--- src/ipv4h_pkg.sv ---
package ipv4h_pkg;

  localparam int MAX_PROTOCOL = 17;
  localparam int TABLE_DEPTH  = MAX_PROTOCOL + 1;
  localparam int TBL_IDX_W    = $clog2(TABLE_DEPTH);

  localparam logic [31:0] OWN_ADDRESS_RESET = 32'hc0a8_0b0b;
  localparam logic [3:0]  IP_VERSION        = 4'd4;
  localparam logic [7:0]  SEND_TTL          = 8'd64;
  localparam logic [15:0] HEADER_BYTES      = 16'd20;
  localparam logic [15:0] HEADER_WORD0      = {IP_VERSION, HEADER_BYTES[5:2], 8'h00};

  localparam int HEADER_WORDS = 10;
  localparam int WORD_IDX_W   = $clog2(HEADER_WORDS);
  localparam logic [WORD_IDX_W-1:0] LAST_WORD_IDX = WORD_IDX_W'(HEADER_WORDS - 1);
  localparam logic [WORD_IDX_W-1:0] CSUM_WORD_IDX = WORD_IDX_W'(5);
  localparam int CSUM_SUM_W   = 20;

  typedef enum logic [1:0] {
    CMD_REGISTER = 2'd0,
    CMD_RECEIVE  = 2'd1,
    CMD_SEND     = 2'd2
  } cmd_t;

  typedef enum logic [1:0] {
    KIND_DROP    = 2'd0,
    KIND_DELIVER = 2'd1,
    KIND_WORD    = 2'd2
  } kind_t;

  typedef struct packed {
    logic active;
    logic advance;
  } send_ctrl_t;

  typedef struct packed {
    logic [7:0] box;
    logic [7:0] tag;
    logic       in_range;
  } table_rd_t;

endpackage

--- src/ipv4h_table.sv ---
module ipv4h_table (
  input  logic                 clk,
  input  logic                 rst,
  input  logic                 wr_en,
  input  logic [7:0]           wr_protocol,
  input  logic [7:0]           wr_box,
  input  logic [7:0]           wr_tag,
  input  logic [7:0]           rd_protocol,
  output ipv4h_pkg::table_rd_t rd
);
  import ipv4h_pkg::*;

  logic [7:0] boxes [TABLE_DEPTH];
  logic [7:0] tags  [TABLE_DEPTH];
  logic       wr_in_range;
  logic       rd_in_range;

  assign wr_in_range = wr_protocol <= 8'(MAX_PROTOCOL);
  assign rd_in_range = rd_protocol <= 8'(MAX_PROTOCOL);

  always_ff @(posedge clk) begin
    if (rst) begin
      for (int i = 0; i < TABLE_DEPTH; i++) begin
        boxes[i] <= '0;
        tags[i]  <= '0;
      end
    end else if (wr_en && wr_in_range) begin
      boxes[wr_protocol[TBL_IDX_W-1:0]] <= wr_box;
      tags[wr_protocol[TBL_IDX_W-1:0]]  <= wr_tag;
    end
  end

  always_comb begin
    rd.in_range = rd_in_range;
    rd.box      = '0;
    rd.tag      = '0;
    if (rd_in_range) begin
      rd.box = boxes[rd_protocol[TBL_IDX_W-1:0]];
      rd.tag = tags[rd_protocol[TBL_IDX_W-1:0]];
    end
  end

endmodule

--- src/ipv4h_send.sv ---
module ipv4h_send (
  input  logic                  clk,
  input  logic                  rst,
  input  ipv4h_pkg::send_ctrl_t ctrl,
  input  logic [7:0]            protocol,
  input  logic [15:0]           buffer_size,
  input  logic [31:0]           dest_address,
  input  logic [31:0]           own_address,
  output logic [15:0]           word,
  output logic                  word_last
);
  import ipv4h_pkg::*;

  logic [WORD_IDX_W-1:0] idx;
  logic [WORD_IDX_W-1:0] idx_next;
  logic [15:0]           ident;
  logic [15:0]           ident_next;
  logic [CSUM_SUM_W-1:0] csum_sum;
  logic [CSUM_SUM_W-1:0] sum_all;
  logic [15:0]           total_len;
  logic [15:0]           ttl_proto;
  logic [16:0]           fold1;
  logic [16:0]           fold2;
  logic [15:0]           csum;

  assign total_len = buffer_size + HEADER_BYTES;
  assign ttl_proto = {SEND_TTL, protocol};

  // checksum word itself counts as zero
  assign sum_all = CSUM_SUM_W'(HEADER_WORD0) + CSUM_SUM_W'(total_len)
                 + CSUM_SUM_W'(ident) + CSUM_SUM_W'(ttl_proto)
                 + CSUM_SUM_W'(own_address[31:16]) + CSUM_SUM_W'(own_address[15:0])
                 + CSUM_SUM_W'(dest_address[31:16]) + CSUM_SUM_W'(dest_address[15:0]);

  assign fold1 = 17'(csum_sum[CSUM_SUM_W-1:16]) + 17'(csum_sum[15:0]);
  assign fold2 = 17'(fold1[16]) + 17'(fold1[15:0]);
  assign csum  = ~fold2[15:0];

  assign word_last = idx == LAST_WORD_IDX;

  always_comb begin
    idx_next   = idx;
    ident_next = ident;
    if (ctrl.active && ctrl.advance) begin
      if (word_last) begin
        idx_next   = '0;
        ident_next = ident + 16'd1;
      end else begin
        idx_next = idx + WORD_IDX_W'(1);
      end
    end
  end

  always_ff @(posedge clk) begin
    if (rst) begin
      idx   <= '0;
      ident <= '0;
    end else begin
      idx   <= idx_next;
      ident <= ident_next;
    end
  end

  always_ff @(posedge clk) begin
    if (ctrl.active && idx == '0) begin
      csum_sum <= sum_all;
    end
  end

  always_comb begin
    case (idx)
      WORD_IDX_W'(0): word = HEADER_WORD0;
      WORD_IDX_W'(1): word = total_len;
      WORD_IDX_W'(2): word = ident;
      WORD_IDX_W'(3): word = 16'h0000;
      WORD_IDX_W'(4): word = ttl_proto;
      CSUM_WORD_IDX:  word = csum;
      WORD_IDX_W'(6): word = own_address[31:16];
      WORD_IDX_W'(7): word = own_address[15:0];
      WORD_IDX_W'(8): word = dest_address[31:16];
      WORD_IDX_W'(9): word = dest_address[15:0];
      default:        word = 16'h0000;
    endcase
  end

endmodule

--- src/ipv4_header_engine.sv ---
// IPv4 header engine.
// Input channel (in_valid / in_stall) takes one command per transaction:
// register a protocol handler, check a received header, or build a header.
// Output channel (out_valid / out_stall) returns results, one per transaction.
// Register commands give no result; a receive gives one drop or deliver result;
// a send gives ten 16-bit header words in order, last set on the tenth.
// A command is held in an input register and its result is then registered in
// the output register once it is free. Register commands sustain one per cycle,
// receive commands one per cycle while the output is free; a send occupies the
// header word sequencer until its tenth word is taken, one word per cycle while
// the output is free. The own address register is written through cfg_write /
// cfg_data; the user must do so only while idle, as the block does not enforce
// it. Reset clears the handler table, the identifier counter and both channels,
// and loads the default own address. When out_stall and out_valid are high the
// output holds; a pending receive or send raises in_stall until it drains.
module ipv4_header_engine (
  input  logic        clk,
  input  logic        rst,
  input  logic        cfg_write,
  input  logic [31:0] cfg_data,
  input  logic        in_valid,
  output logic        in_stall,
  input  logic [1:0]  cmd,
  input  logic [7:0]  protocol,
  input  logic [7:0]  handler_box,
  input  logic [7:0]  handler_tag,
  input  logic [7:0]  version_ihl,
  input  logic [15:0] total_length,
  input  logic [15:0] buffer_size,
  input  logic [31:0] source_address,
  input  logic [31:0] dest_address,
  output logic        out_valid,
  input  logic        out_stall,
  output logic [1:0]  kind,
  output logic [7:0]  deliver_tag,
  output logic [7:0]  deliver_box,
  output logic [31:0] peer_address,
  output logic [5:0]  payload_offset,
  output logic [15:0] payload_size,
  output logic [15:0] header_word,
  output logic        last
);
  import ipv4h_pkg::*;

  logic [31:0] own_address;

  logic        s1_valid;
  logic [1:0]  s1_cmd;
  logic [7:0]  s1_protocol;
  logic [7:0]  s1_box;
  logic [7:0]  s1_tag;
  logic [7:0]  s1_vihl;
  logic [15:0] s1_tlen;
  logic [15:0] s1_bsize;
  logic [31:0] s1_src;
  logic [31:0] s1_dst;

  logic        accept;
  logic        out_free;
  logic        s1_done;
  logic        produce;
  logic        is_reg;
  logic        is_rcv;
  logic        is_send;

  table_rd_t   tbl;
  send_ctrl_t  send_ctrl;
  logic [15:0] send_word;
  logic        send_last;

  logic        deliver;
  logic [5:0]  hlen;
  logic [15:0] trimmed;
  logic [15:0] size;

  logic [1:0]  kind_next;
  logic [7:0]  tag_next;
  logic [7:0]  box_next;
  logic [31:0] peer_next;
  logic [5:0]  offset_next;
  logic [15:0] size_next;
  logic [15:0] word_next;
  logic        last_next;

  always_ff @(posedge clk) begin
    if (rst) begin
      own_address <= OWN_ADDRESS_RESET;
    end else if (cfg_write) begin
      own_address <= cfg_data;
    end
  end

  assign is_reg  = s1_cmd == CMD_REGISTER;
  assign is_rcv  = s1_cmd == CMD_RECEIVE;
  assign is_send = s1_cmd == CMD_SEND;

  assign out_free = !out_valid || !out_stall;
  assign produce  = s1_valid && (is_rcv || is_send);

  always_comb begin
    case (cmd_t'(s1_cmd))
      CMD_RECEIVE: s1_done = s1_valid && out_free;
      CMD_SEND:    s1_done = s1_valid && out_free && send_last;
      default:     s1_done = s1_valid;
    endcase
  end

  assign in_stall = s1_valid && !s1_done;
  assign accept   = in_valid && !in_stall;

  always_ff @(posedge clk) begin
    if (rst) begin
      s1_valid <= 1'b0;
    end else if (accept) begin
      s1_valid <= 1'b1;
    end else if (s1_done) begin
      s1_valid <= 1'b0;
    end
  end

  always_ff @(posedge clk) begin
    if (accept) begin
      s1_cmd      <= cmd;
      s1_protocol <= protocol;
      s1_box      <= handler_box;
      s1_tag      <= handler_tag;
      s1_vihl     <= version_ihl;
      s1_tlen     <= total_length;
      s1_bsize    <= buffer_size;
      s1_src      <= source_address;
      s1_dst      <= dest_address;
    end
  end

  ipv4h_table u_table (
    .clk         (clk),
    .rst         (rst),
    .wr_en       (s1_valid && is_reg),
    .wr_protocol (s1_protocol),
    .wr_box      (s1_box),
    .wr_tag      (s1_tag),
    .rd_protocol (s1_protocol),
    .rd          (tbl)
  );

  assign send_ctrl.active  = s1_valid && is_send;
  assign send_ctrl.advance = out_free;

  ipv4h_send u_send (
    .clk          (clk),
    .rst          (rst),
    .ctrl         (send_ctrl),
    .protocol     (s1_protocol),
    .buffer_size  (s1_bsize),
    .dest_address (s1_dst),
    .own_address  (own_address),
    .word         (send_word),
    .word_last    (send_last)
  );

  assign deliver = s1_vihl[7:4] == IP_VERSION && s1_dst == own_address
                && tbl.in_range && tbl.box != 8'd0;
  assign hlen    = {s1_vihl[3:0], 2'b00};
  assign trimmed = (s1_bsize > s1_tlen) ? s1_tlen : s1_bsize;
  assign size    = (trimmed > 16'(hlen)) ? trimmed - 16'(hlen) : 16'd0;

  always_comb begin
    kind_next   = KIND_DROP;
    tag_next    = '0;
    box_next    = '0;
    peer_next   = '0;
    offset_next = '0;
    size_next   = '0;
    word_next   = '0;
    last_next   = 1'b1;
    if (is_send) begin
      kind_next = KIND_WORD;
      word_next = send_word;
      last_next = send_last;
    end else if (deliver) begin
      kind_next   = KIND_DELIVER;
      tag_next    = tbl.tag;
      box_next    = tbl.box;
      peer_next   = s1_src;
      offset_next = hlen;
      size_next   = size;
    end
  end

  always_ff @(posedge clk) begin
    if (rst) begin
      out_valid <= 1'b0;
    end else if (out_free) begin
      out_valid <= produce;
    end
  end

  always_ff @(posedge clk) begin
    if (out_free && produce) begin
      kind           <= kind_next;
      deliver_tag    <= tag_next;
      deliver_box    <= box_next;
      peer_address   <= peer_next;
      payload_offset <= offset_next;
      payload_size   <= size_next;
      header_word    <= word_next;
      last           <= last_next;
    end
  end

endmodule
--- config.mk ---
export PLATFORM = sky130hd
export DESIGN_NAME = ipv4_header_engine
export DESIGN_NICKNAME = d
export VERILOG_FILES = /design/src/ipv4h_pkg.sv /design/src/ipv4h_table.sv /design/src/ipv4h_send.sv /design/src/ipv4_header_engine.sv
export SDC_FILE = /design/constraint.sdc
export NUM_CORES = 1
export LEC_CHECK = 0
export ABC_AREA = 1
export ABC_CLOCK_PERIOD_IN_PS = 7710
export BUFFER_PORTS_ARGS = -buffer_cell sky130_fd_sc_hd__buf_4
export CAP_MARGIN = 10
export CORE_ASPECT_RATIO = 1.5
export CORE_MARGIN = 2
export CORE_UTILIZATION = 58
export CTS_CLUSTER_DIAMETER = 60
export DETAILED_ROUTE_END_ITERATION = 7
export GPL_TIMING_DRIVEN = 0
export PLACE_DENSITY = 0.84
export SETUP_SLACK_MARGIN = 0.3
export SLEW_MARGIN = 30
export SYNTH_ARGS = -nofsm -noshare
export SYNTH_HDL_FRONTEND = slang
export SYNTH_SLANG_ARGS = --single-unit
export TNS_END_PERCENT = 50
--- constraint.sdc ---
create_clock -name clk -period 7.71 [get_ports clk]
set_input_delay 1.542 -clock clk [delete_from_list [all_inputs] [get_ports clk]]
set_output_delay 1.542 -clock clk [all_outputs]
set_load 0.01 [all_outputs]
==> reports/metrics.csv <==
metric,value,unit
slew_violations,0,
hold_buffers,0,
finalHoldViolCount,0,
synthCells,3522,
viasPerCell,5.90,
crit_required,8.12,ns
arrival,6.96,ns
hold_slack,0.526,ns
path_class,flip-flop to flip-flop,
postLayoutSetupSlackWorst,1.16,ns
hpwlAfterDp,89.7,mm
rsz0062_at_grt,no,
gp_congestion,1.06,
ys_ff_latch,808,
tightest_slew,1.09,ns
wl,125,mm
grt_pass1_vias,29500,
synth_area_per_cell,10.8,µm²
fin_cells,5021,
clk_path_buf_depth,3,
vias,29600,
path_clk_slew,0.07,ns
status,"finished, violations left",
fin_total_pwr,11.8,mW
tns,0,ns
cts.sinks,808,
ys_types,52,
die_area,67400,µm²
p_leak,17.6,nW
htree_levels,3,
grtUsageTotal,0.371,
async_flop_share,0,
clk_latency,0.68,ns
dp.cells,4881,
grt_first_pass_wirelength,178,mm
die_h,317,µm
syn-cell-area,37900,µm²
setup_violations,0,
synth_edf_count,749,
place.port_buffers,254,
die_x,213,µm
path_max_fanout,6,
pre_cts_ws,1.33,ns
clk_root_buffer_cell,clkbuf_16,
skew,0.0426,ns
seq_area_frac_synth,0.625,
design.core.area,64500,µm²
syn_to_final_growth,17.7,%
violations,design-rule violations,
final_core_util,0.691,
hold_path_class,flip-flop to flip-flop,
worstSetupStartpointType,flip-flop,
wire_per_inst,24.8,µm
antenna_left,0,
cts_buffers,76,
antenna_found_initial,3,
layout-drive-gt1-share,0.135,
finalCriticalPeriod,6.55,ns
placed_area,42000,µm²
fmax,153,MHz
overflow,0,
cts_tree,yes,
first_iter_violations,3458,
timing.final.crit_share,0.850,
yosysWarnings,0,
nNetsFinal,4391,
cts_resized,0,
p_per_area,264,nW/µm²
ys.flop_type,edfxtp_1,
final_area,44600,µm²
ir_worst_vdd,0.187,mV
initial_core_util,0.588,
post_cts_buffers,0,
grt_max_degree,50,
max-cap-violations,0,
drcViolationCount,1,
first_pass_iters,8,
slew_headroom,0.274,
crit_path_end_kind,flip-flop,
rows,114,
floorplan.io_pins,258,
-- cell families (layout without fill, tap and decap cells) --
group	count (synthesis)	in the layout	share of synthesized area
AOI/OAI and AO/OA	479	479	0.0749
xor gates and xnor gates	51	51	0.0118
adders and majority gates	135	135	0.0589
buffers and inverters	522	924	0.0554
DFF	808	808	0.625
other	1	228	0.0000990
and+or+nand+nor	1526	1526	0.174
-- cell usage after synthesis, drive strengths merged, types with 2 or more instances --
cell type    n  share of area
nor3        18         0.0031
nand4       25         0.0041
xor2        39         0.0090
a211oi       5        0.00099
a21o         4        0.00079
o221ai      59          0.014
xnor2       12         0.0028
nand2      553          0.057
buf         75          0.011
fa          72          0.038
ha          63          0.021
o2111ai      2        0.00046
nor3b        2        0.00040
clkinv       3        0.00030
o21a         9         0.0018
o22ai       49         0.0081
a31oi        6        0.00099
clkbuf      98         0.0097
nor4         8         0.0013
or2          4        0.00066
a21oi      110          0.015
o31ai        2        0.00040
nand3      334          0.044
a221oi       8         0.0018
dfxtp       59          0.031
a41oi        3        0.00069
o21ai      209          0.028
inv        346          0.034
o211ai       9         0.0018
nor2       580          0.063
edfxtp     749           0.59
-- layout make-up --
type	instances	area, µm²
well taps	870	1090
flip-flops and latches	808	23700
inverters	349	1310
repair buffers	264	2140
fillers	4630	19900
clock inverters	44	522
clock buffers	94	2030
multi-input cells	2417	13000
diodes	2	5.00
plain buffers	173	795
-- routing by layer --
layer / up-vias / track usage / share of wire
li1: 13000 / - / -
met3: 576 / 0.0765 / 0.10
met5: - / 0 / 0.00010
met4: 2 / 0.301 / 0.098
met2: 2145 / 0.634 / 0.49
met1: 13900 / 0.398 / 0.31
-- worst max-delay path, stage by stage (launching register included) --
cell and delay, ns:
edfxtp_1 0.55, a21o_1 0.20, nand3_1 0.12, nor2_1 0.14, nand2_1 0.11, xor2_1 0.76, ha_1 0.28, inv_1 0.07
xor2_1 0.17, fa_1 0.56, fa_1 0.43, fa_1 0.49, inv_1 0.04, ha_1 0.27, ha_1 0.39, a21oi_1 0.18
o21ai_0 0.11, a211oi_1 0.54, o21ai_0 0.31, a21oi_1 0.31, nor2_1 0.08, o21a_1 0.18
-- state kept, by name, summed over array words and instances (netlist names), 20 cells and up, named ones only --
register and count:
u_table.tags 256, u_send.csum_sum 20, s1_src 32, own_address 32, u_table.boxes 256, s1_dst 32, peer_address 32
-- worst paths after layout --
path	start	end	slack [ns]	cells after the start
min reg2reg	u_send.idx[0]	u_send.idx[0]	0.53	1
max	s1_bsize[2]	u_send.csum_sum[19]	1.16	21
max reg2reg	s1_bsize[2]	u_send.csum_sum[19]	1.16	21
min	u_send.idx[0]	u_send.idx[0]	0.53	1
-- placed cells by master (no fill, tap or decap), drive strengths merged, types with 9 or more instances in the layout --
cell type,n
edfxtp,749
nor2,580
nand2,553
inv,353
buf,338
nand3,334
conb,226
o21ai,209
clkbuf,193
a21oi,110
fa,72
ha,63
o221ai,59
dfxtp,59
o22ai,49
xor2,39
clkinv,28
nand4,25
nor3,18
xnor2,12
o21a,9
o211ai,9
-- power by group --
part	internal, mW	total, mW	switching [mW]	leakage (nW)
Combinational	0.893	2.61	1.72	8.57
Clock	2.18	3.93	1.75	1.24
Sequential	5.09	5.21	0.122	7.83
Total	8.16	11.8	3.59	17.6
Power figures use the tool's default switching activity.
